### config.mk
export PLATFORM = sky130hd
export DESIGN_NAME = rlf_mix
export DESIGN_NICKNAME = d
export VERILOG_FILES = /design/src/hdl/rlf_pkg.sv /design/src/hdl/rlf_mix.sv
export SDC_FILE = /design/constraint.sdc
export NUM_CORES = 2
export LEC_CHECK = 0
export ABC_AREA = 1
export ABC_CLOCK_PERIOD_IN_PS = 10300
export BUFFER_PORTS_ARGS = -buffer_cell sky130_fd_sc_hd__buf_2
export CAP_MARGIN = 20
export CORE_MARGIN = 1.5
export CORE_UTILIZATION = 59
export DETAILED_ROUTE_END_ITERATION = 10
export GPL_TIMING_DRIVEN = 0
export PLACE_DENSITY_LB_ADDON = 0.12
export SYNTH_ARGS = -nofsm -noshare
export SYNTH_HDL_FRONTEND = slang
export SYNTH_SLANG_ARGS = --single-unit
### constraint.sdc
create_clock -name clk -period 10.3 [get_ports clk]
set_input_delay 1.545 -clock clk [delete_from_list [all_inputs] [get_ports clk]]
set_output_delay 1.545 -clock clk [all_outputs]
set_load 0.05 [all_outputs]
### src/hdl/rlf_pkg.sv
// Package for the radial light falloff core: item types, config register
// codes, side-band struct and fixed-point constants. No dependencies.
`timescale 1ns / 1ps

package rlf_pkg;

  localparam int DIM_MAX     = 4096;
  localparam int SQRT_STEPS  = 29;
  localparam int DIV_STEPS   = 16;
  localparam int LOG_STEPS   = 16;
  localparam int EXP_TERMS   = 10;
  localparam int RECIP_SHIFT = 35;

  localparam logic [31:0] LN2_Q32  = 32'd2977044472;
  localparam logic [16:0] ONE_Q16  = 17'd65536;
  localparam logic [32:0] ONE_Q32  = 33'h1_0000_0000;

  typedef enum logic [2:0] {
    REG_CENTER_COL     = 3'd0,
    REG_CENTER_ROW     = 3'd1,
    REG_SPOT_RADIUS    = 3'd2,
    REG_FALLOFF_GAMMA  = 3'd3,
    REG_LIGHT_STRENGTH = 3'd4,
    REG_GAIN_CH0       = 3'd5,
    REG_GAIN_CH1       = 3'd6,
    REG_GAIN_CH2       = 3'd7
  } cfg_reg_t;

  typedef struct packed {
    logic [11:0] center_col;
    logic [11:0] center_row;
    logic [12:0] spot_radius;
    logic [15:0] falloff_gamma;
    logic [15:0] light_strength;
    logic [15:0] gain_ch0;
    logic [15:0] gain_ch1;
    logic [15:0] gain_ch2;
  } cfg_t;

  typedef struct packed {
    logic [11:0] pix_row;
    logic [11:0] pix_col;
    logic [7:0]  in_ch0;
    logic [7:0]  in_ch1;
    logic [7:0]  in_ch2;
  } pix_item_t;

  typedef struct packed {
    logic [7:0] out_ch0;
    logic [7:0] out_ch1;
    logic [7:0] out_ch2;
  } res_item_t;

  typedef struct packed {
    logic       in_spot;
    logic       u_zero;
    logic [7:0] ch0;
    logic [7:0] ch1;
    logic [7:0] ch2;
  } side_t;

  function automatic logic [11:0] clamp_coord(input logic [11:0] v);
    return (13'(v) >= 13'(DIM_MAX)) ? 12'(DIM_MAX - 1) : v;
  endfunction

endpackage

### src/hdl/rlf_mix.sv
// Falloff scaling by strength and per-channel gain, saturating add inside the
// spot (other pixels pass through) and the result register. Depends on rlf_pkg.
`timescale 1ns / 1ps

module rlf_mix (
  input  logic               clk,
  input  logic               rst,
  input  logic               en,
  input  rlf_pkg::cfg_t      cfg,
  input  logic               in_valid,
  input  logic [16:0]        in_pw,
  input  rlf_pkg::side_t     in_side,
  output logic               out_valid,
  output rlf_pkg::res_item_t out_item
);
  import rlf_pkg::*;

  logic [16:0] pw_eff;
  logic        f_v;
  logic [32:0] f_fo;
  side_t       f_side;

  logic [48:0] p0, p1, p2;
  logic        g_v;
  logic [10:0] g_add0, g_add1, g_add2;
  side_t       g_side;

  logic [11:0] s0, s1, s2;

  always_comb begin
    if (in_side.u_zero) begin
      pw_eff = (cfg.falloff_gamma == 16'd0) ? ONE_Q16 : 17'd0;
    end else begin
      pw_eff = in_pw;
    end
    p0 = 49'(f_fo) * 49'(cfg.gain_ch0);
    p1 = 49'(f_fo) * 49'(cfg.gain_ch1);
    p2 = 49'(f_fo) * 49'(cfg.gain_ch2);
    s0 = 12'(g_side.ch0) + 12'(g_add0);
    s1 = 12'(g_side.ch1) + 12'(g_add1);
    s2 = 12'(g_side.ch2) + 12'(g_add2);
  end

  always_ff @(posedge clk) begin
    if (rst) begin
      f_v       <= 1'b0;
      g_v       <= 1'b0;
      out_valid <= 1'b0;
    end else if (en) begin
      f_v       <= in_valid;
      g_v       <= f_v;
      out_valid <= g_v;
    end
  end

  always_ff @(posedge clk) begin
    if (en) begin
      f_fo   <= 33'(cfg.light_strength) * 33'(ONE_Q16 - pw_eff);
      f_side <= in_side;
      g_add0 <= p0[48:38];
      g_add1 <= p1[48:38];
      g_add2 <= p2[48:38];
      g_side <= f_side;
      if (g_side.in_spot) begin
        out_item.out_ch0 <= (s0 > 12'd255) ? 8'd255 : s0[7:0];
        out_item.out_ch1 <= (s1 > 12'd255) ? 8'd255 : s1[7:0];
        out_item.out_ch2 <= (s2 > 12'd255) ? 8'd255 : s2[7:0];
      end else begin
        out_item.out_ch0 <= g_side.ch0;
        out_item.out_ch1 <= g_side.ch1;
        out_item.out_ch2 <= g_side.ch2;
      end
    end
  end

endmodule

Word level (Yosys, flattened, before mapping) --
Index checks and enable logic that the tools add are counted.
Storage, ports and cells: register bits 143, input port bits 164, output and inout port bits 25, word-level logic and storage cells 36
Cells by class: add/subtract/negate cells 4, multipliers 4, $lt $le $gt $ge 3, multiplexer cells 6, reduce and logical (&&, ||, !) cells 1
Operator list (number):
- $mul A33 B16 Y49 | 3
- $add A8 B11 Y12 | 3
- $gt A12 B8 Y1 const B | 3
- $mux W17 | 2
- $mul A17 B18 Y33 | 1
- $mux W24 | 1
- $mux W8 | 3
- $sub A17 B17 Y18 const A | 1
- $logic_not A16 Y1 | 1

Logic depth before layout (Yosys ltp) --
depth in word-level cells 5, depth in mapped cells 38, mapped depth without buffers 35

Worst setup path before layout --
Ideal clock, no wire load.
kind input-to-reg, from input port in_side[24] (netlist name), to register f_fo[31] (data pin), library setup time 0.252 ns, arrival time 7.874 ns, required time 10.048 ns, setup slack 2.174 ns, stages on the path 36, path buffers 3, cell sequence buf_6 inv_4 nand2_2 buf_1 ha_1 nand2_1 nor2_2 nand4_2 nor2_2 nand2_1 nor2_1 or2_2 nand2_2 inv_2 buf_6 nand2_1 fa_1 inv_1 fa_1 inv_1 fa_1 inv_1 fa_1 inv_1 fa_1 inv_1 fa_1 ha_1 nand2_1 inv_1 nand2_1 nor3_1 nand3_1 or2_2 nand3_1 nand2_1
On the way: word-level cells in the longest chain between the ends 3
Ends and longest elaborated chain:
- start: declaration | RTL line rlf_mix.sv:12 | input rlf_pkg::side_t in_side,
- $mux W17 | RTL line rlf_mix.sv:31 | if (in_side.u_zero) begin
- $sub A17 B17 Y18 | RTL line rlf_mix.sv:58 | f_fo <= 33'(cfg.light_strength) * 33'(ONE_Q16 - pw_eff);
- $mul A17 B18 Y33 | RTL line rlf_mix.sv:58
- end signal: assignment | RTL line rlf_mix.sv:58
- end: declaration | RTL line rlf_mix.sv:20 | logic [32:0] f_fo;
No other way between the ends. A chain may end at the register's enable or synchronous reset.

Worst setup path in the final report --
from input port in_side[24] (netlist name), to register f_fo[27] (data pin)
The elaborated chain is that of the path after synthesis.

==> impl_metrics.env <==
export IMPL_min_from="f_side[1]"
export IMPL_cp_data_required_time_ns=10.61
export IMPL_drv_cap=0
export IMPL_avgSynthCellArea_um2=7.89
export IMPL_seq_area_frac_synth=0.0634
export IMPL_io_pins=189
export IMPL_wirelength_mm=214
export IMPL_cpPeakStageDelay_ns=0.55
export IMPL_slew_headroom=0.179
export IMPL_min_period_over_period=0.878
export IMPL_r2r_end="g_add0[2]"
export IMPL_syn_nets=10726
export IMPL_fillers=10337
export IMPL_grt_pass1_vias=58195
export IMPL_fin_nets=10867
export IMPL_ant_nets=0
export IMPL_antenna_found_initial=11
export IMPL_cts_root_buf="clkbuf_16"
export IMPL_async_reset_ff_frac=0
export IMPL_grt_pass1_wl_mm=333
export IMPL_synth_seq_cells=143
export IMPL_core_area_mm2=0.113
export IMPL_r2r_start="f_fo[1]"
export IMPL_outcome="completed"
export IMPL_setup_violations=0
export IMPL_die_w_um=341
export IMPL_cp_end_kind="register"
export IMPL_min_path_type="register to register"
export IMPL_path_clk_slew_ns=0.07
export IMPL_yosys_warnings=0
export IMPL_rsz0062_at_grt="no"
export IMPL_vias_per_cell=5.48
export IMPL_grt_max_degree=82
export IMPL_period_needed_ns=9.04
export IMPL_min_delay_path_depth=0
export IMPL_path_class="primary input to register"
export IMPL_grt_overflow=0
export IMPL_cts_setup_buffers=0
export IMPL_yosys_area_top_type="fa_1"
export IMPL_die_area_mm2=0.116
export IMPL_initial_core_util=0.596
export IMPL_cts_htree_levels=4
export IMPL_track_usage=0.384
export IMPL_post_route_cell_area_mm2=0.0707
export IMPL_syn_inst=8526
export IMPL_maxSlewViolCount=0
export IMPL_synthTopCellsByCount="nand2_1, inv_1, fa_1"
export IMPL_port_buffers=96
export IMPL_crit_path_frequent_cell="fa_1"
export IMPL_hold_buffers=0
export IMPL_drt_wirelength_per_cell_um=21.0
export IMPL_clock_sinks=143
export IMPL_crit_fanout=10
export IMPL_die_h_um=341
export IMPL_clock_latency_ns=0.54
export IMPL_synth_area_mm2=0.0673
export IMPL_vias=55782
export IMPL_skew_ns=0.0173
export IMPL_cts_resized_gates=0
export IMPL_final_core_util=0.626
export IMPL_antennaDiodeCount=0
export IMPL_drive_gt1_frac=0.0259
export IMPL_max_clock_freq_mhz=111
export IMPL_synth_edf_count=140
export IMPL_synthDominantCellAreaShare=0.468
export IMPL_synth_ff_type="edfxtp_1"
export IMPL_ys_top_cells_by_area="fa_1, nand2_1, inv_1"
export IMPL_hold_viol=0
export IMPL_slowest_stage="fa_1"
export IMPL_worstMarginPinSlew_ns=1.23
export IMPL_setup_tns_ns=0
export IMPL_syn2layout_area_growth_pct=5.04
export IMPL_cts_buffers=17
export IMPL_cts_buffer_depth=2
export IMPL_reg2reg_depth=20
export IMPL_r2r_slack_ns=2.61
export IMPL_routabilityCongestion=0.993
export IMPL_yosysMostFrequentCell="nand2_1"
export IMPL_ys_types=49
export IMPL_drtIter0Drc=4888
export IMPL_min_to="g_side[1]"
export IMPL_cts_tree="yes"
export IMPL_arrival_ns=9.35
export IMPL_fp_row_count=123
export IMPL_post_dp_cell_area_mm2=0.0699
export IMPL_drc_errors=0
export IMPL_hpwlAfterDp_mm=184
export IMPL_drtPass1Iterations=8
export IMPL_start_kind="primary input"
-- cell usage in the layout (no fill, tap or decap), types with 65 or more instances in the layout --
cell | Yosys | final
edfxtp_1 | 140 | 140
buf_2 | 6 | 101
nor2_1 | 381 | 381
fa_1 | 1572 | 1572
ha_1 | 464 | 464
nand2_1 | 2380 | 2380
clkbuf_1 | 330 | 328
a21oi_1 | 220 | 220
inv_1 | 2279 | 2279
o21ai_0 | 149 | 149
nand3_1 | 153 | 153
nand4_1 | 65 | 65
-- worst max-delay path: cells and delay by family --
family	cells	cell delay, ns
XOR/XNOR	1	0.32
adder cells (fa/ha/maj)	8	3.64
AND/OR/NAND/NOR	12	2.82
AO/OA/AOI/OAI	1	0.10
buffers and inverters	7	0.91
-- state kept, by name (all words and copies together) (netlist names) --
| name | cells |
|---|---|
| f_fo | 33 |
| f_side | 25 |
| g_side | 25 |
| out_item | 24 |
| g_add0 | 11 |
| g_add1 | 11 |
| g_add2 | 11 |
| f_v | 1 |
| g_v | 1 |
| out_valid | 1 |
-- per-stage QoR --
step                instances  setup WS (ns)  hold WS (ns)
CTS                     10167           1.44         0.411
detailed placement      10135          0.870         0.405
finish                  10180           1.26         0.410
global placement        10122          0.912         0.400
floorplan                8526           2.17         0.400
global route            10180          0.933         0.414
-- logic make-up (layout without fill, tap and decap cells) --
kind of cell / count (synthesis) / in the layout / share of synthesized area
xor gates and xnor gates: 67 / 67 / 0.00872
DFF: 143 / 143 / 0.0634
buffers and inverters: 2698 / 2852 / 0.151
and+or+nand+nor: 3101 / 3101 / 0.183
adders and majority gates: 2036 / 2036 / 0.554
AOI/OAI and AO/OA: 481 / 481 / 0.0399
-- layout make-up --
cell class                      instances  area, um^2  share of cell area
Sequential cell                       143        4260              0.0603
Clock buffer                           19         453             0.00641
Multi-Input combinational cell       5685       52800               0.748
Clock inverter                         13         153             0.00216
Inverter                             2292        8610               0.122
Timing Repair Buffer                  122         903              0.0128
Tap cell                             1500        1880              0.0266
Buffer                                406        1570              0.0223
-- layer usage --
metal  routed length [um]  GRT usage
met2                96100      0.594
met3                23300      0.109
met4                11700      0.182
met5                  206    0.00572
met1                82600      0.499
-- how the worst max path moves through the flow --
stage	start	to	slack, ns	depth (start not counted)
3_3_place_gp	in_side[24]	f_fo[27]	0.91	29
3_5_place_dp	in_side[24]	f_fo[27]	0.87	33
4_1_cts	in_side[24]	f_fo[27]	1.44	33
2_1_floorplan	in_side[24]	f_fo[31]	2.17	36
6_report	in_side[24]	f_fo[27]	1.26	29
5_1_grt	in_side[24]	f_fo[27]	0.93	29
Power is not shown: default switching activity piles up to over one toggle a cycle in this logic, so the estimate is an artifact.
